`config.mk`:
```
export PLATFORM = sky130hd
export DESIGN_NAME = partition_window_scheduler_top_flat
export DESIGN_NICKNAME = d
export VERILOG_FILES = /design/src/design/pws_pkg.sv /design/src/design/pws_req_if.sv /design/src/design/pws_rsp_if.sv /design/src/design/partition_window_scheduler_top.sv /design/src/design/pws_ram.sv /design/src/design/pws_ctrl.sv /design/src/flat_wrapper.sv
export VERILOG_INCLUDE_DIRS = /design/src /design/src/design
export SDC_FILE = /design/constraint.sdc
export NUM_CORES = 1
export LEC_CHECK = 0
export BUFFER_PORTS_ARGS = -buffer_cell sky130_fd_sc_hd__clkbuf_2
export CAP_MARGIN = 10
export CELL_PAD_IN_SITES_DETAIL_PLACEMENT = 2
export CELL_PAD_IN_SITES_GLOBAL_PLACEMENT = 2
export CORE_ASPECT_RATIO = 1.1
export CORE_MARGIN = 3
export CORE_UTILIZATION = 44
export CTS_CLUSTER_DIAMETER = 120
export CTS_CLUSTER_SIZE = 10
export DETAILED_ROUTE_END_ITERATION = 8
export PLACE_DENSITY = 0.87
export REMOVE_ABC_BUFFERS = 1
export SYNTH_ARGS = -nofsm -noshare
export SYNTH_HDL_FRONTEND = slang
export SYNTH_SLANG_ARGS = --single-unit
```
`constraint.sdc`:
```
create_clock -name clk -period 5.3 [get_ports clk]
set_input_delay 1.06 -clock clk [delete_from_list [all_inputs] [get_ports clk]]
set_output_delay 1.06 -clock clk [all_outputs]
set_load 0.03 [all_outputs]
```
`src/design/partition_window_scheduler_top_macros.svh`:
```
// assertion macros for the partition window scheduler
`ifndef PARTITION_WINDOW_SCHEDULER_TOP_MACROS_SVH
`define PARTITION_WINDOW_SCHEDULER_TOP_MACROS_SVH

`ifndef SYNTHESIS
// same-cycle implication, sampled on clk, off during reset
`define PWS_ASSERT_IMP(label, ante, cons) \
  label: assert property (@(posedge clk) disable iff (!rst_n) (ante) |-> (cons)) \
    else $error("pws assertion failed");
// next-cycle implication, sampled on clk, off during reset
`define PWS_ASSERT_NXT(label, ante, cons) \
  label: assert property (@(posedge clk) disable iff (!rst_n) (ante) |=> (cons)) \
    else $error("pws assertion failed");
`else
`define PWS_ASSERT_IMP(label, ante, cons)
`define PWS_ASSERT_NXT(label, ante, cons)
`endif

`endif

```
`src/design/pws_pkg.sv`:
```
// shared types and constants of the partition window scheduler
package pws_pkg;

  // parameter defaults
  localparam int WINDOW_COUNT_DEF   = 16;
  localparam int PARTITION_BITS_DEF = 4;
  localparam int TIME_BITS_DEF      = 16;

  // fixed field widths of the channels
  localparam int REQ_IDX_W  = 4;
  localparam int REQ_TIME_W = 16;
  localparam int REQ_PART_W = 4;
  localparam int OUT_PART_W = 4;
  localparam int OUT_WIN_W  = 4;
  localparam int CFG_W      = 16;

  localparam logic [CFG_W-1:0] FRAME_LENGTH_RST = 16'd1000;

  // request codes
  typedef enum logic {
    REQ_TICK  = 1'b0,
    REQ_WRITE = 1'b1
  } req_type_t;

  // sequencer states
  typedef enum logic [1:0] {
    ST_IDLE,
    ST_SCAN,
    ST_LOAD,
    ST_DONE
  } pws_state_t;

  // one tick result
  typedef struct packed {
    logic [OUT_PART_W-1:0] active_partition;
    logic [OUT_WIN_W-1:0]  active_window;
    logic                  window_changed;
    logic                  schedule_error;
  } pws_result_t;

endpackage

```
`src/design/pws_req_if.sv`:
```
// request channel: ticks and window table writes
interface pws_req_if;
  import pws_pkg::*;

  logic                  valid;
  logic                  ready;
  logic                  req_type;
  logic [REQ_IDX_W-1:0]  entry_index;
  logic [REQ_TIME_W-1:0] entry_start;
  logic [REQ_TIME_W-1:0] entry_duration;
  logic [REQ_PART_W-1:0] entry_partition;
  logic                  entry_valid;

  modport source (
    output valid, req_type, entry_index, entry_start, entry_duration,
           entry_partition, entry_valid,
    input  ready
  );

  modport sink (
    input  valid, req_type, entry_index, entry_start, entry_duration,
           entry_partition, entry_valid,
    output ready
  );
endinterface

```
`src/design/pws_rsp_if.sv`:
```
// result channel: active partition per tick
interface pws_rsp_if;
  import pws_pkg::*;

  logic                  valid;
  logic                  ready;
  logic [OUT_PART_W-1:0] active_partition;
  logic [OUT_WIN_W-1:0]  active_window;
  logic                  window_changed;
  logic                  schedule_error;

  modport source (
    output valid, active_partition, active_window, window_changed, schedule_error,
    input  ready
  );

  modport sink (
    input  valid, active_partition, active_window, window_changed, schedule_error,
    output ready
  );
endinterface

```
`src/design/partition_window_scheduler_top.sv`:
```
// top level of the partition window scheduler
//
//  port       | dir | contents
//  -----------+-----+-----------------------------------------------------
//  in_req     | in  | tick or window table write, valid/ready transaction
//  out_rsp    | out | active partition per tick, valid/ready transaction
//  cfg_we     | in  | frame length write strobe, data on cfg_wdata
//
//  a table write completes in idle; a tick that stays in its window goes from idle to done
//  a tick that changes window goes through scan, load and done, skipping unused entries:
//  the walk tests one used mark per cycle, then waits in load on the table ram read
//  reset is synchronous active low; it clears used marks, position and current window
//  the output register takes the next result only when it is empty or out_rsp takes its result
`include "partition_window_scheduler_top_macros.svh"

module partition_window_scheduler_top #(
  parameter int WINDOW_COUNT   = pws_pkg::WINDOW_COUNT_DEF,
  parameter int PARTITION_BITS = pws_pkg::PARTITION_BITS_DEF,
  parameter int TIME_BITS      = pws_pkg::TIME_BITS_DEF
) (
  input  logic                      clk,
  input  logic                      rst_n,
  input  logic                      cfg_we,
  input  logic [pws_pkg::CFG_W-1:0] cfg_wdata,
  pws_req_if.sink                   in_req,
  pws_rsp_if.source                 out_rsp
);
  import pws_pkg::*;

  logic [CFG_W-1:0] frame_length_r;
  logic             res_valid;
  logic             res_ready;
  pws_result_t      res;
  logic             out_valid_r, out_valid_nxt;
  pws_result_t      out_r;

  // frame length register
  always_ff @(posedge clk) begin
    if (!rst_n) begin
      frame_length_r <= FRAME_LENGTH_RST;
    end else if (cfg_we) begin
      frame_length_r <= cfg_wdata;
    end
  end

  pws_ctrl #(
    .WINDOW_COUNT  (WINDOW_COUNT),
    .PARTITION_BITS(PARTITION_BITS),
    .TIME_BITS     (TIME_BITS)
  ) u_ctrl (
    .clk         (clk),
    .rst_n       (rst_n),
    .frame_length(frame_length_r),
    .in_req      (in_req),
    .res_valid   (res_valid),
    .res_ready   (res_ready),
    .res         (res)
  );

  // output register stage
  assign res_ready = !out_valid_r || out_rsp.ready;

  always_comb begin
    out_valid_nxt = out_valid_r;
    if (res_valid && res_ready) begin
      out_valid_nxt = 1'b1;
    end else if (out_rsp.ready) begin
      out_valid_nxt = 1'b0;
    end
  end

  always_ff @(posedge clk) begin
    if (!rst_n) begin
      out_valid_r <= 1'b0;
    end else begin
      out_valid_r <= out_valid_nxt;
    end
  end

  always_ff @(posedge clk) begin
    if (res_valid && res_ready) begin
      out_r <= res;
    end
  end

  assign out_rsp.valid            = out_valid_r;
  assign out_rsp.active_partition = out_r.active_partition;
  assign out_rsp.active_window    = out_r.active_window;
  assign out_rsp.window_changed   = out_r.window_changed;
  assign out_rsp.schedule_error   = out_r.schedule_error;

  // an error reports partition zero and no window change
  `PWS_ASSERT_IMP(a_err_clean, out_valid_r && out_rsp.schedule_error, (out_rsp.active_partition == '0) && !out_rsp.window_changed)
  // a change and an error never come together from the sequencer
  `PWS_ASSERT_IMP(a_res_excl, res_valid, !(res.window_changed && res.schedule_error))
  // an accepted tick blocks the input until its result is handed over
  `PWS_ASSERT_NXT(a_tick_busy, in_req.valid && in_req.ready && (in_req.req_type == REQ_TICK), !in_req.ready)

endmodule

```
`src/design/pws_ram.sv`:
```
// generic single write port ram with registered read
module pws_ram #(
  parameter int WIDTH = 8,
  parameter int DEPTH = 16
) (
  input  logic                     clk,
  input  logic                     we,
  input  logic [$clog2(DEPTH)-1:0] waddr,
  input  logic [WIDTH-1:0]         wdata,
  input  logic                     re,
  input  logic [$clog2(DEPTH)-1:0] raddr,
  output logic [WIDTH-1:0]         rdata
);

  logic [WIDTH-1:0] mem [DEPTH];
  logic [WIDTH-1:0] rdata_r;

  // write port
  always_ff @(posedge clk) begin
    if (we) begin
      mem[waddr] <= wdata;
    end
  end

  // registered read port
  always_ff @(posedge clk) begin
    if (re) begin
      rdata_r <= mem[raddr];
    end
  end

  assign rdata = rdata_r;

endmodule

```
`src/design/pws_ctrl.sv`:
```
// window table, used marks and the tick sequencer that walks the table
module pws_ctrl #(
  parameter int WINDOW_COUNT   = pws_pkg::WINDOW_COUNT_DEF,
  parameter int PARTITION_BITS = pws_pkg::PARTITION_BITS_DEF,
  parameter int TIME_BITS      = pws_pkg::TIME_BITS_DEF
) (
  input  logic                      clk,
  input  logic                      rst_n,
  input  logic [pws_pkg::CFG_W-1:0] frame_length,
  pws_req_if.sink                   in_req,
  output logic                      res_valid,
  input  logic                      res_ready,
  output pws_pkg::pws_result_t      res
);
  import pws_pkg::*;

  localparam int IDX_W   = $clog2(WINDOW_COUNT);
  localparam int SCAN_W  = $clog2(WINDOW_COUNT + 1);
  localparam int STOP_W  = TIME_BITS + 1;
  localparam int ENTRY_W = 2 * TIME_BITS + PARTITION_BITS;

  pws_state_t              state_r, state_nxt;
  logic [WINDOW_COUNT-1:0] used_r;
  logic [TIME_BITS-1:0]    pos_r, pos_nxt;
  logic [IDX_W-1:0]        cur_r, cur_nxt;
  logic                    none_r, none_nxt;
  logic [STOP_W-1:0]       stop_r, stop_nxt;
  logic [PARTITION_BITS-1:0] owner_r, owner_nxt;
  logic [SCAN_W-1:0]       scan_r, scan_nxt;
  logic                    changed_r, changed_nxt;
  logic                    err_r, err_nxt;

  logic                    accept;
  logic                    wr_hit;
  logic [IDX_W-1:0]        waddr;
  logic [ENTRY_W-1:0]      wdata;
  logic                    ram_re;
  logic [ENTRY_W-1:0]      rdata;
  logic [TIME_BITS-1:0]    len_raw, len, pos;
  logic [STOP_W-1:0]       pos_inc;
  logic                    advance;
  logic [TIME_BITS-1:0]    rd_start, rd_dur;
  logic [PARTITION_BITS-1:0] rd_owner;

  assign accept = in_req.valid && in_req.ready;
  assign in_req.ready = (state_r == ST_IDLE);

  // table write decode, indexes beyond the table are dropped
  assign wr_hit = accept && (in_req.req_type == REQ_WRITE) &&
                  (32'(in_req.entry_index) < WINDOW_COUNT);
  assign waddr  = IDX_W'(in_req.entry_index);
  assign wdata  = {TIME_BITS'(in_req.entry_start), TIME_BITS'(in_req.entry_duration),
                   PARTITION_BITS'(in_req.entry_partition)};

  pws_ram #(
    .WIDTH(ENTRY_W),
    .DEPTH(WINDOW_COUNT)
  ) u_table (
    .clk  (clk),
    .we   (wr_hit),
    .waddr(waddr),
    .wdata(wdata),
    .re   (ram_re),
    .raddr(scan_r[IDX_W-1:0]),
    .rdata(rdata)
  );

  assign rd_start = rdata[ENTRY_W-1 -: TIME_BITS];
  assign rd_dur   = rdata[PARTITION_BITS +: TIME_BITS];
  assign rd_owner = rdata[PARTITION_BITS-1:0];

  // used marks, cleared by reset
  always_ff @(posedge clk) begin
    if (!rst_n) begin
      used_r <= '0;
    end else if (wr_hit) begin
      used_r[waddr] <= in_req.entry_valid;
    end
  end

  // frame position of this tick and the position after it
  always_comb begin
    len_raw = TIME_BITS'(frame_length);
    len     = (len_raw == '0) ? TIME_BITS'(1) : len_raw;
    pos     = (pos_r >= len) ? '0 : pos_r;
    pos_inc = STOP_W'(pos) + STOP_W'(1);
    advance = (pos == '0) || (stop_r <= STOP_W'(pos));
  end

  // sequencer next state
  always_comb begin
    state_nxt   = state_r;
    pos_nxt     = pos_r;
    cur_nxt     = cur_r;
    none_nxt    = none_r;
    stop_nxt    = stop_r;
    owner_nxt   = owner_r;
    scan_nxt    = scan_r;
    changed_nxt = changed_r;
    err_nxt     = err_r;
    ram_re      = 1'b0;
    res_valid   = 1'b0;
    unique case (state_r)
      ST_IDLE: begin
        if (accept && (in_req.req_type == REQ_TICK)) begin
          pos_nxt     = (pos_inc >= STOP_W'(len)) ? '0 : pos_inc[TIME_BITS-1:0];
          changed_nxt = 1'b0;
          err_nxt     = 1'b0;
          if (advance) begin
            if (pos == '0) begin
              none_nxt = 1'b1;
            end
            scan_nxt  = ((pos == '0) || none_r) ? '0 : SCAN_W'(cur_r) + SCAN_W'(1);
            state_nxt = ST_SCAN;
          end else begin
            state_nxt = ST_DONE;
          end
        end
      end
      ST_SCAN: begin
        if (scan_r == SCAN_W'(WINDOW_COUNT)) begin
          // no used window left
          stop_nxt  = '0;
          owner_nxt = '0;
          err_nxt   = 1'b1;
          state_nxt = ST_DONE;
        end else if (used_r[scan_r[IDX_W-1:0]]) begin
          ram_re    = 1'b1;
          cur_nxt   = scan_r[IDX_W-1:0];
          none_nxt  = 1'b0;
          state_nxt = ST_LOAD;
        end else begin
          scan_nxt = scan_r + SCAN_W'(1);
        end
      end
      ST_LOAD: begin
        stop_nxt    = STOP_W'(rd_start) + STOP_W'(rd_dur);
        owner_nxt   = rd_owner;
        changed_nxt = 1'b1;
        state_nxt   = ST_DONE;
      end
      ST_DONE: begin
        res_valid = 1'b1;
        if (res_ready) begin
          state_nxt = ST_IDLE;
        end
      end
      default: begin
        state_nxt = ST_IDLE;
      end
    endcase
  end

  // sequencer registers
  always_ff @(posedge clk) begin
    if (!rst_n) begin
      state_r   <= ST_IDLE;
      pos_r     <= '0;
      cur_r     <= '0;
      none_r    <= 1'b1;
      stop_r    <= '0;
      owner_r   <= '0;
      scan_r    <= '0;
      changed_r <= 1'b0;
      err_r     <= 1'b0;
    end else begin
      state_r   <= state_nxt;
      pos_r     <= pos_nxt;
      cur_r     <= cur_nxt;
      none_r    <= none_nxt;
      stop_r    <= stop_nxt;
      owner_r   <= owner_nxt;
      scan_r    <= scan_nxt;
      changed_r <= changed_nxt;
      err_r     <= err_nxt;
    end
  end

  // tick result
  always_comb begin
    res.active_partition = err_r ? '0 : OUT_PART_W'(owner_r);
    res.active_window    = none_r ? '0 : OUT_WIN_W'(cur_r);
    res.window_changed   = changed_r;
    res.schedule_error   = err_r;
  end

endmodule
```
`src/flat_wrapper.sv`:
```
// flat-port wrapper written by rule: the top's interface ports become plain ports
module partition_window_scheduler_top_flat import pws_pkg::*;
#(
  parameter int WINDOW_COUNT   = pws_pkg::WINDOW_COUNT_DEF,
  parameter int PARTITION_BITS = pws_pkg::PARTITION_BITS_DEF,
  parameter int TIME_BITS      = pws_pkg::TIME_BITS_DEF
)
  (clk, rst_n, cfg_we, cfg_wdata, in_req_valid, in_req_req_type, in_req_entry_index, in_req_entry_start, in_req_entry_duration, in_req_entry_partition, in_req_entry_valid, in_req_ready, out_rsp_valid, out_rsp_active_partition, out_rsp_active_window, out_rsp_window_changed, out_rsp_schedule_error, out_rsp_ready);
  pws_req_if in_req_i ();
  pws_rsp_if out_rsp_i ();
  input  logic clk;
  input  logic rst_n;
  input  logic cfg_we;
  input  logic [pws_pkg::CFG_W-1:0] cfg_wdata;
  input wire logic [$bits(in_req_i.valid)-1:0] in_req_valid;
  input wire logic [$bits(in_req_i.req_type)-1:0] in_req_req_type;
  input wire logic [$bits(in_req_i.entry_index)-1:0] in_req_entry_index;
  input wire logic [$bits(in_req_i.entry_start)-1:0] in_req_entry_start;
  input wire logic [$bits(in_req_i.entry_duration)-1:0] in_req_entry_duration;
  input wire logic [$bits(in_req_i.entry_partition)-1:0] in_req_entry_partition;
  input wire logic [$bits(in_req_i.entry_valid)-1:0] in_req_entry_valid;
  output wire logic [$bits(in_req_i.ready)-1:0] in_req_ready;
  output wire logic [$bits(out_rsp_i.valid)-1:0] out_rsp_valid;
  output wire logic [$bits(out_rsp_i.active_partition)-1:0] out_rsp_active_partition;
  output wire logic [$bits(out_rsp_i.active_window)-1:0] out_rsp_active_window;
  output wire logic [$bits(out_rsp_i.window_changed)-1:0] out_rsp_window_changed;
  output wire logic [$bits(out_rsp_i.schedule_error)-1:0] out_rsp_schedule_error;
  input wire logic [$bits(out_rsp_i.ready)-1:0] out_rsp_ready;
  assign in_req_i.valid = in_req_valid;
  assign in_req_i.req_type = in_req_req_type;
  assign in_req_i.entry_index = in_req_entry_index;
  assign in_req_i.entry_start = in_req_entry_start;
  assign in_req_i.entry_duration = in_req_entry_duration;
  assign in_req_i.entry_partition = in_req_entry_partition;
  assign in_req_i.entry_valid = in_req_entry_valid;
  assign in_req_ready = in_req_i.ready;
  assign out_rsp_valid = out_rsp_i.valid;
  assign out_rsp_active_partition = out_rsp_i.active_partition;
  assign out_rsp_active_window = out_rsp_i.active_window;
  assign out_rsp_window_changed = out_rsp_i.window_changed;
  assign out_rsp_schedule_error = out_rsp_i.schedule_error;
  assign out_rsp_i.ready = out_rsp_ready;
  partition_window_scheduler_top #(.WINDOW_COUNT(WINDOW_COUNT), .PARTITION_BITS(PARTITION_BITS), .TIME_BITS(TIME_BITS)) u_core (.clk(clk), .rst_n(rst_n), .cfg_we(cfg_we), .cfg_wdata(cfg_wdata), .in_req(in_req_i), .out_rsp(out_rsp_i));
endmodule
```
==> metrics.cfg, run 1 <==
[cells_and_area]
design_area_mm2 = 0.0327
stdcell_count = 2552
drive_above_1_share_pct = 25.7
regArea_mm2 = 0.0204
layout.nets = 1810
area_delta_synth_final_pct = 13.7
most-common-layout-cells = 622 x edfxtp_1, 184 x mux4_2, 83 x clkbuf_16
n_fill_cell = 5556
multi_input_area_mm2 = 0.00813
layout_commonest_cell = edfxtp_1

[global_route]
use_met1_pct = 33.7
grt_max_degree = 119
grt_pass1_vias = 17746
gr-total-overflow = 0
met2_usage_pct = 46.7
antenna_found_initial = 5
grt_pass1_wl_um = 133000
top_usage_layer = met2
grt_use_met3_pct = 5.03
grt_util_all_layers_pct = 27.2

[sta]
fin_crit_sh_pct = 97.9
slew_viol_final = 0
setup_violations = 0
min_period_ns = 5.19
fin_tns_setup_ns = 0
finClkSkew_ns = 0.0218
worst_pin_slew_ns = 1.19
max_freq_ghz = 0.193
hold_viol = 0
slew_headroom_pct = 20.7

[yosys]
synth_warnings = 0
synth_cells = 1541
yosys.area.top_type_share_pct = 65.0
synth_edf_count = 622
syn_area_mm2 = 0.0287
async_flop_share_pct = 0
yosysTopAreaCell = edfxtp_1
synth_cell_type_count = 68
synth_area_leaders = edfxtp_1 65%, mux4_2 14%, dfxtp_1 5.9%
synth_top_flop_cell = edfxtp_1
yosysSeqAreaShare_pct = 70.9
ys_ff_latch = 706
avgSynthCellArea_um2 = 18.6

[place]
io_buffers = 74
place_congestion = 0.822
placedCellCount = 2423
place_area_mm2 = 0.0303
hpwl_um = 53600

[power]
switching_power_w = 0.00391
p_comb_share_pct = 19.0
swShare_pct = 27.3
cellInternalPower_w = 0.0104
p_leak_nw = 10.6
ir_drop_mv = 0.376
power_density_mw_per_mm2 = 438
pwr-share-seq_pct = 45.5
clkPwrFrac_pct = 35.6

[setup_path]
end_kind = register
crit_top_cell = nor2_1
crit_family = compound AO/OA/AOI/OAI gates
cpPeakStageDelay_ns = 0.40
ff2ff_path_depth = 23
cp_cell_sequence = nor4_4, a41o_1, ha_1, nand2b_1, a2111o_1, a31oi_4, a21oi_4, nor2_4, nand2_2, inv_2, ha_2, nand4_1, nor2_1, xnor2_1, nor2_1, ha_1, a21o_1, a211oi_2, nor2_1, o41a_1, a211o_1, o41ai_2, a32o_1
reg2reg_to = u_core.u_ctrl.pos_r[2]$_SDFFE_PN0P_
cp.arrival_ns = 5.75
r2r_slack_ns = 0.11
slowest_stage = a2111o_1
critPathBufInv = 1
worst-path-max-fanout = 3
crit_type = reg2reg
cp_data_required_time_ns = 5.86
reg2reg_from = u_core.frame_length_r[4]$_SDFFE_PN0P_
worst_setup_path_start_kind = register

[drt]
drt_iter0_markers = 1725
postRouteAntennaNets = 0
drc = 0
drt-pass1-iter-count = 5
routed_wl_um = 92900
via_per_inst = 6.37
vias = 16249
wl_per_cell_um = 36.4

[clocking]
clock_sinks = 706
clkLatencyLatePin_ns = 0.62
cts.clk_slew.worst_paths_ns = 0.06
cts_htree_levels = 3
cts_buffer_depth = 3
cts_root_buf = clkbuf_16
cts_tree = yes
cts_made_buffers = 80

[die]
fp-row-count = 97
initial_core_util_pct = 44.8
die_h_um = 274
die-area_mm2 = 0.0684
io_pins = 75
die_w_um = 250
core_mm2 = 0.0642

[worst_hold_path]
hold_path_end = u_core.out_rsp.window_changed$_DFFE_PP_
min-delay-start = u_core.u_ctrl.changed_r$_SDFFE_PN0P_
min_path_cells = 0
hp-class = reg2reg

[flow_run]
cap_violations = 0

[run_status]
status = finished clean

-- synth_stat cells (3+ instances only) --
| cell | count |
|---|---|
| a2111o_1 | 3 |
| a211oi_1 | 10 |
| a21o_1 | 7 |
| a21oi_1 | 38 |
| a22o_1 | 14 |
| a22oi_1 | 14 |
| and2_1 | 4 |
| and3_1 | 8 |
| and4_1 | 5 |
| buf_2 | 19 |
| clkbuf_1 | 47 |
| dfxtp_1 | 84 |
| edfxtp_1 | 622 |
| ha_1 | 73 |
| inv_1 | 28 |
| mux2i_1 | 17 |
| mux4_2 | 184 |
| nand2_1 | 76 |
| nand2b_1 | 10 |
| nand3_1 | 17 |
| nand4_1 | 9 |
| nor2_1 | 86 |
| nor2_2 | 3 |
| nor2b_1 | 14 |
| nor3_1 | 13 |
| nor4_1 | 5 |
| o211ai_1 | 10 |
| o21a_1 | 4 |
| o21ai_0 | 33 |
| o31ai_1 | 3 |
| or3_1 | 4 |
| xnor2_1 | 14 |
| xor2_1 | 15 |
-- timing repair --
| item | in CTS | in global routing |
|---|---|---|
| pin swaps | 1 | 13 |
| hold buffers | 0 | 0 |
| endpoints found under the setup margin | 14 | 16 |
| gates cloned | 0 | 1 |
| resized for setup | 4 | 14 |
| setup buffers | 2 | 6 |
-- registers in the layout, summed over array words and instances (netlist names), 5 cells and up --
signal	count
u_core.u_ctrl.scan_r	5
u_core.u_ctrl.u_table.mem	576
u_core.u_ctrl.u_table.rdata	36
u_core.frame_length_r	16
u_core.u_ctrl.pos_r	16
u_core.u_ctrl.stop_r	17
u_core.u_ctrl.used_r	16
-- cell families (layout without fill, tap and decap cells) --
kind of cell / count (synthesis) / count (layout) / synth area share, %
and+or+nand+nor: 264 / 264 / 4.36
other: 0 / 4 / 0
xor gates and xnor gates: 29 / 29 / 0.884
AOI/OAI and AO/OA: 167 / 167 / 4.17
muxes: 201 / 201 / 15.0
DFF: 706 / 706 / 70.9
adders and majority gates: 74 / 74 / 3.25
buffers and inverters: 100 / 266 / 1.47
-- layout make-up --
cell class	instances	area share, %
antenna	4	0.0306
clock buffer	112	6.69
clock inverter	4	0.172
inverter	29	0.333
multi-input combinational	735	24.9
sequential	706	62.3
tap	841	3.22
timing repair buffer	121	2.34
-- worst reg2reg max path: stages (launching register included) --
cell      delay, ns
dfxtp_2        0.34
nor4_4         0.29
a41o_1         0.24
ha_1           0.24
nand2b_1       0.15
a2111o_1       0.40
a31oi_4        0.19
a21oi_4        0.09
nor2_4         0.16
nand2_2        0.11
inv_2          0.10
ha_2           0.21
nand4_1        0.19
nor2_1         0.19
xnor2_1        0.13
nor2_1         0.08
ha_1           0.35
a21o_1         0.19
a211oi_2       0.19
nor2_1         0.08
o41a_1         0.33
a211o_1        0.36
o41ai_2        0.37
a32o_1         0.18
-- power groups by stage --
stage               clock (W)  sequential [W]  combinational, W
floorplan                   0         0.00676           0.00190
finish                0.00510         0.00651           0.00271
global route          0.00538         0.00653           0.00287
detailed placement          0         0.00661           0.00265
global placement            0         0.00659           0.00245
CTS                   0.00518         0.00651           0.00272
-- worst max path at each step --
stage | slack (ns) | endpoint | cells after the start | from
final | 0.11 | u_core.u_ctrl.pos_r[2]$_SDFFE_PN0P_ | 23 | u_core.frame_length_r[4]$_SDFFE_PN0P_
after global routing | -0.15 | u_core.u_ctrl.pos_r[11]$_SDFFE_PN0P_ | 24 | u_core.frame_length_r[4]$_SDFFE_PN0P_
after CTS | 0.004 | u_core.u_ctrl.pos_r[4]$_SDFFE_PN0P_ | 24 | u_core.frame_length_r[4]$_SDFFE_PN0P_
after detailed placement | -0.15 | u_core.u_ctrl.pos_r[3]$_SDFFE_PN0P_ | 24 | u_core.frame_length_r[4]$_SDFFE_PN0P_
after global placement | 0.11 | u_core.u_ctrl.pos_r[8]$_SDFFE_PN0P_ | 24 | u_core.frame_length_r[3]$_SDFFE_PN1P_
after floorplan | -3.06 | u_core.u_ctrl.stop_r[16]$_SDFFE_PN0P_ | 6 | u_core.u_ctrl.scan_r[0]$_SDFFE_PN0P_
-- stage by stage --
stage	utilization [%]	total power (W)	setup slack (ns)	hold WS [ns]
3_3_place_gp	47.2	0.00904	0.111	0.420
6_report	50.9	0.0143	0.111	0.445
4_1_cts	50.7	0.0144	0.00448	0.449
3_5_place_dp	47.2	0.00927	-0.148	0.432
2_1_floorplan	-	0.00866	-3.06	0.409
5_1_grt	50.9	0.0148	-0.151	0.472
-- per-layer routing --
metal  wire length, um  vias up
li1                  -     6494
met1             35200     8659
met2             47300      840
met3              6090      256
met4              4340        0
met5                 0        -
No activity file was read; power rests on OpenSTA's default activity.
==> inputs of run 2 (changes only) <==
--- a/config.mk
+++ b/config.mk
@@ -12,11 +12,11 @@
 export CELL_PAD_IN_SITES_GLOBAL_PLACEMENT = 2
 export CORE_ASPECT_RATIO = 1.1
 export CORE_MARGIN = 3
-export CORE_UTILIZATION = 44
+export CORE_UTILIZATION = 48
 export CTS_CLUSTER_DIAMETER = 120
 export CTS_CLUSTER_SIZE = 10
 export DETAILED_ROUTE_END_ITERATION = 8
-export PLACE_DENSITY = 0.87
+export PLACE_DENSITY = 0.9
 export REMOVE_ABC_BUFFERS = 1
 export SYNTH_ARGS = -nofsm -noshare
 export SYNTH_HDL_FRONTEND = slang
==> constraint.sdc (replaced) <==
create_clock -name clk -period 5.4 [get_ports clk]
set_input_delay 1.08 -clock clk [delete_from_list [all_inputs] [get_ports clk]]
set_output_delay 1.08 -clock clk [all_outputs]
set_load 0.03 [all_outputs]
==> metrics.cfg, run 2 (synthesis results as in run 1) <==
[run_status]
status = finished clean

[setup_path]
worst-path-max-fanout = 3
cp_data_required_time_ns = 5.96
cp.arrival_ns = 5.87
ff2ff_path_depth = 24
r2r_slack_ns = 0.09
crit_type = reg2reg
reg2reg_to = u_core.u_ctrl.pos_r[2]$_SDFFE_PN0P_
reg2reg_from = u_core.frame_length_r[14]$_SDFFE_PN0P_
worst_setup_path_start_kind = register
end_kind = register

[global_route]
grt_max_degree = 149
grt_pass1_wl_um = 140000
antenna_found_initial = 5
top_usage_layer = met2
gr-total-overflow = 0
met2_usage_pct = 53.0
grt_pass1_vias = 18029
grt_use_met3_pct = 5.65
use_met1_pct = 41.2
grt_util_all_layers_pct = 31.5

[clocking]
cts_htree_levels = 3
clkLatencyLatePin_ns = 0.63
cts.clk_slew.worst_paths_ns = 0.06
ctsHoldBuffers = 0
cts_buffer_depth = 3
cts_tree = yes
clock_sinks = 706
cts_root_buf = clkbuf_16
cts_made_buffers = 80

[die]
die_w_um = 239
die-area_mm2 = 0.0628
initial_core_util_pct = 48.8
fp-row-count = 93
die_h_um = 263
io_pins = 75
core_mm2 = 0.0589

[cells_and_area]
most-common-layout-cells = 622 x edfxtp_1, 184 x mux4_2, 83 x clkbuf_16
largest_reg_flops = 576
regMostFlops = u_core.u_ctrl.u_table.mem
layout.nets = 1803
layout_commonest_cell = edfxtp_1
drive_above_1_share_pct = 25.5
n_fill_cell = 4952
area_delta_synth_final_pct = 13.1
stdcell_count = 2457

[sta]
hold_viol = 0
slew_viol_final = 0
finClkSkew_ns = 0.0243
slew_headroom_pct = 16.8
worst_pin_slew_ns = 1.25
fin_crit_sh_pct = 98.3
min_period_ns = 5.31
setup_violations = 0
max_freq_ghz = 0.188

[drt]
drt_iter0_markers = 2520
via_per_inst = 6.82
vias = 16755
wl_per_cell_um = 39.8
drc = 0
drt-pass1-iter-count = 7
routed_wl_um = 97700
postRouteAntennaNets = 0

[worst_hold_path]
hp-class = reg2reg
min-delay-start = u_core.u_ctrl.changed_r$_SDFFE_PN0P_
hold_path_end = u_core.out_rsp.window_changed$_DFFE_PP_
min_path_cells = 0

[place]
io_buffers = 74
hpwl_um = 53000
place_congestion = 0.809
placedCellCount = 2337

[power]
total_power_w = 0.0141
ir_drop_mv = 0.304
power_density_mw_per_mm2 = 434
p_leak_nw = 10.6

[flow_run]
cap_violations = 0

[run 2: cell types whose count changed in the layout (fill, tap and decap cells not counted), moves of 2 or more]
cell,before,now
a21oi_2,0,2
buf_12,3,5
dfxtp_2,2,4
dfxtp_1,79,77
clkbuf_1,29,22
buf_4,43,34
a21oi_4,2,0
[run 2: repair_timing]
item / 4_1_cts / 5_1_grt
setup endpoints to repair: 15 / 19
setup buffers: 4 / 3
pin swaps: 2 / 15
resized for setup: 2 / 14
[run 2: routing by layer]
metal / vias to the layer above / share of wire, %
li1: 6466 / -
met1: 8913 / 38
met2: 1100 / 50
met3: 276 / 7.7
met4: 0 / 4.2
met5: - / 0
[run 2: metrics by stage]
step	hold slack (ns)	utilization, %	setup WS [ns]	area (um^2)	setup TNS, ns
after floorplan	0.409	-	-2.96	28400	-269.84
after global placement	0.428	51.2	0.205	30200	0
after detailed placement	0.449	51.2	-0.0952	30200	-0.887
after CTS	0.472	55.0	0.0773	32400	0
after global routing	0.494	55.2	-0.184	32500	-1.47
final	0.464	55.2	0.0925	32500	0
[run 2: layout make-up]
cell class,count,area (um^2),share of cell area (%)
clock buffer,105,2160,6.65
multi-input combinational,735,8120,25.0
clock inverter,4,31.3,0.0963
antenna,4,10.0,0.0308
tap,760,951,2.93
sequential,706,20400,62.7
inverter,29,109,0.335
timing repair buffer,114,737,2.27
[run 2: worst max-delay path, stage by stage, from the launching register on]
cell and delay, ns:
dfxtp_2 0.34, nor4_4 0.30, a41o_1 0.27, ha_1 0.25, nand2b_1 0.15, a2111o_1 0.40, a31oi_4 0.17, a21oi_2 0.09
nor2_2 0.16, buf_4 0.15, nand2_2 0.08, inv_2 0.09, ha_4 0.13, nand4_1 0.15, nor2_1 0.18, xnor2_1 0.18
nor2_1 0.12, ha_1 0.36, a21o_1 0.18, a211oi_2 0.18, nor2_1 0.08, o41a_1 0.31, a211o_1 0.35, o41ai_2 0.39
a32o_1 0.16
[run 2: worst max-delay path by stage]
stage	slack (ns)	from	end
floorplan	-2.96	u_core.u_ctrl.scan_r[0]$_SDFFE_PN0P_	u_core.u_ctrl.stop_r[16]$_SDFFE_PN0P_
global placement	0.21	u_core.frame_length_r[7]$_SDFFE_PN1P_	u_core.u_ctrl.pos_r[2]$_SDFFE_PN0P_
detailed placement	-0.1	u_core.frame_length_r[7]$_SDFFE_PN1P_	u_core.u_ctrl.pos_r[2]$_SDFFE_PN0P_
CTS	0.08	u_core.frame_length_r[7]$_SDFFE_PN1P_	u_core.u_ctrl.pos_r[2]$_SDFFE_PN0P_
global route	-0.18	u_core.frame_length_r[14]$_SDFFE_PN0P_	u_core.u_ctrl.pos_r[2]$_SDFFE_PN0P_
finish	0.09	u_core.frame_length_r[14]$_SDFFE_PN0P_	u_core.u_ctrl.pos_r[2]$_SDFFE_PN0P_
[run 2: power by group]
part           total, W  switching, W  internal [W]
clock           0.00501       0.00225       0.00277
sequential      0.00634      0.000208       0.00614
combinational   0.00274       0.00150       0.00124
total            0.0141       0.00396        0.0101
==> inputs of run 3 (changes only) <==
--- a/config.mk
+++ b/config.mk
@@ -17,6 +17,7 @@
 export CTS_CLUSTER_SIZE = 10
 export DETAILED_ROUTE_END_ITERATION = 8
 export PLACE_DENSITY = 0.9
+export RECOVER_POWER = 100
 export REMOVE_ABC_BUFFERS = 1
 export SYNTH_ARGS = -nofsm -noshare
 export SYNTH_HDL_FRONTEND = slang
==> metrics.cfg, run 3 (synthesis results as in run 1) <==
[cells_and_area]
regMostFlops = u_core.u_ctrl.u_table.mem
design_area_mm2 = 0.0322
layout_commonest_cell = edfxtp_1
n_fill_cell = 4986
largest_reg_flops = 576
most-common-layout-cells = 622 x edfxtp_1, 184 x mux4_2, 83 x clkbuf_16
layout.nets = 1803
area_delta_synth_final_pct = 12.2
drive_above_1_share_pct = 21.4

[run_status]
violations = capacitance limit, slew limit
status = finished with violations

[power]
cellInternalPower_w = 0.0102
ir_drop_mv = 0.301
power_density_mw_per_mm2 = 439
switching_power_w = 0.00395
clkPwrFrac_pct = 35.5
p_comb_share_pct = 19.7
total_power_w = 0.0141
swShare_pct = 27.9
p_leak_nw = 10.4
pwr-share-seq_pct = 44.8

[setup_path]
worst_setup_path_start_kind = register
slowest_stage = a2111oi_0
crit_type = reg2reg
critPathBufInv = 4
crit_top_cell = buf_4
crit_family = compound AO/OA/AOI/OAI gates
worst-path-max-fanout = 14
cp_data_required_time_ns = 5.76
cp.arrival_ns = 5.69
cpPeakStageDelay_ns = 0.59
end_kind = register
cp_cell_sequence = nor4_4, a41o_1, ha_1, nand2b_1, a2111o_1, a31oi_4, a21oi_2, nor2_2, buf_4, buf_4, buf_4, buf_4, nand2_1, ha_1, a21oi_1, o21ai_0, a2111oi_0, o21a_1, nor4_4, o311ai_1, o41ai_1

[drt]
drt-pass1-iter-count = 5
via_per_inst = 6.75
postRouteAntennaNets = 0
vias = 16586
routed_wl_um = 97700
drt_iter0_markers = 2229
drc = 0
wl_per_cell_um = 39.7

[sta]
setup_violations = 0
worst_pin_slew_ns = 3.64
slew_headroom_pct = -144
finClkSkew_ns = 0.0261
slew_viol_final = 621
fin_crit_sh_pct = 98.7
hold_viol = 0
min_period_ns = 5.33
max_freq_ghz = 0.188

[global_route]
use_met1_pct = 41.2
grt_util_all_layers_pct = 31.5
grt_pass1_vias = 18029
grt_max_degree = 149
met2_usage_pct = 53.0
gr-total-overflow = 0
grt_pass1_wl_um = 140000
antenna_found_initial = 5
grt_use_met3_pct = 5.65
top_usage_layer = met2

[place]
place_area_mm2 = 0.0302
hpwl_um = 53000
place_congestion = 0.809
io_buffers = 74

[clocking]
clkLatencyLatePin_ns = 0.62
ctsHoldBuffers = 0
cts.clk_slew.worst_paths_ns = 0.06
cts_tree = yes
cts_made_buffers = 80
cts_htree_levels = 3
clock_sinks = 706
cts_buffer_depth = 3
cts_root_buf = clkbuf_16

[flow_run]
cap_violations = 17

[worst_hold_path]
hp-class = reg2reg

[die]
fp-row-count = 93
initial_core_util_pct = 48.8
die_h_um = 263
core_mm2 = 0.0589
die_w_um = 239
die-area_mm2 = 0.0628
io_pins = 75

## run 3: cell count changes in the layout (fill, tap and decap cells not counted), moves of 4 or more
cell | before | now
buf_4 | 34 | 17
nor3_2 | 4 | 0
clkbuf_1 | 22 | 78
buf_12 | 5 | 1
nor2_1 | 74 | 82
nor3_1 | 9 | 13
clkbuf_2 | 74 | 38
nor2_4 | 12 | 4
## run 3: area by class of cell
class	count	area, um^2	share of cell area (%)
multi-input cells	735	8040	24.9
clock buffers	105	2160	6.70
diodes	5	12.5	0.0388
repair buffers	114	567	1.76
well taps	760	951	2.95
flip-flops and latches	706	20400	63.2
clock inverters	4	31.3	0.0970
inverters	29	109	0.338
## run 3: metrics by stage
stage,instances,utilization (%),hold WS [ns],setup slack [ns],TNS (ns)
after floorplan,1470,-,0.409,-2.96,-269.84
after global routing,2456,54.8,0.502,-0.184,-1.57
after global placement,2337,51.2,0.428,0.205,0
final,2458,54.8,0.471,0.0696,0
after CTS,2450,55.0,0.472,0.0773,0
after detailed placement,2337,51.2,0.449,-0.0952,-0.887
## run 3: final timing paths
path | startpoint | end | slack, ns | depth (start not counted)
setup / recovery | u_core.frame_length_r[14]$_SDFFE_PN0P_ | u_core.u_ctrl.scan_r[2]$_SDFFE_PN0P_ | 0.07 | 21
hold / removal | u_core.u_ctrl.changed_r$_SDFFE_PN0P_ | u_core.out_rsp.window_changed$_DFFE_PP_ | 0.47 | 0
setup reg to reg | u_core.frame_length_r[14]$_SDFFE_PN0P_ | u_core.u_ctrl.scan_r[2]$_SDFFE_PN0P_ | 0.07 | 21
hold reg to reg | u_core.u_ctrl.changed_r$_SDFFE_PN0P_ | u_core.out_rsp.window_changed$_DFFE_PP_ | 0.47 | 0
## run 3: power groups by stage
stage | clock (W) | sequential, W | combinational [W]
floorplan | 0 | 0.00664 | 0.00187
detailed placement | 0 | 0.00644 | 0.00262
global route | 0.00526 | 0.00635 | 0.00292
CTS | 0.00506 | 0.00634 | 0.00273
global placement | 0 | 0.00641 | 0.00244
finish | 0.00502 | 0.00634 | 0.00278
## run 3: per-layer routing
metal	vias to the layer above	share of wire, %
li1	6468	-
met1	8872	38
met2	990	50
met3	256	7.2
met4	0	4.4
met5	-	0
## run 3: what timing repair did
action | 4_1_cts | 5_1_grt
resized for setup | 2 | 14
setup endpoints to repair | 15 | 19
pin swaps | 2 | 15
buffers inserted | 4 | 3
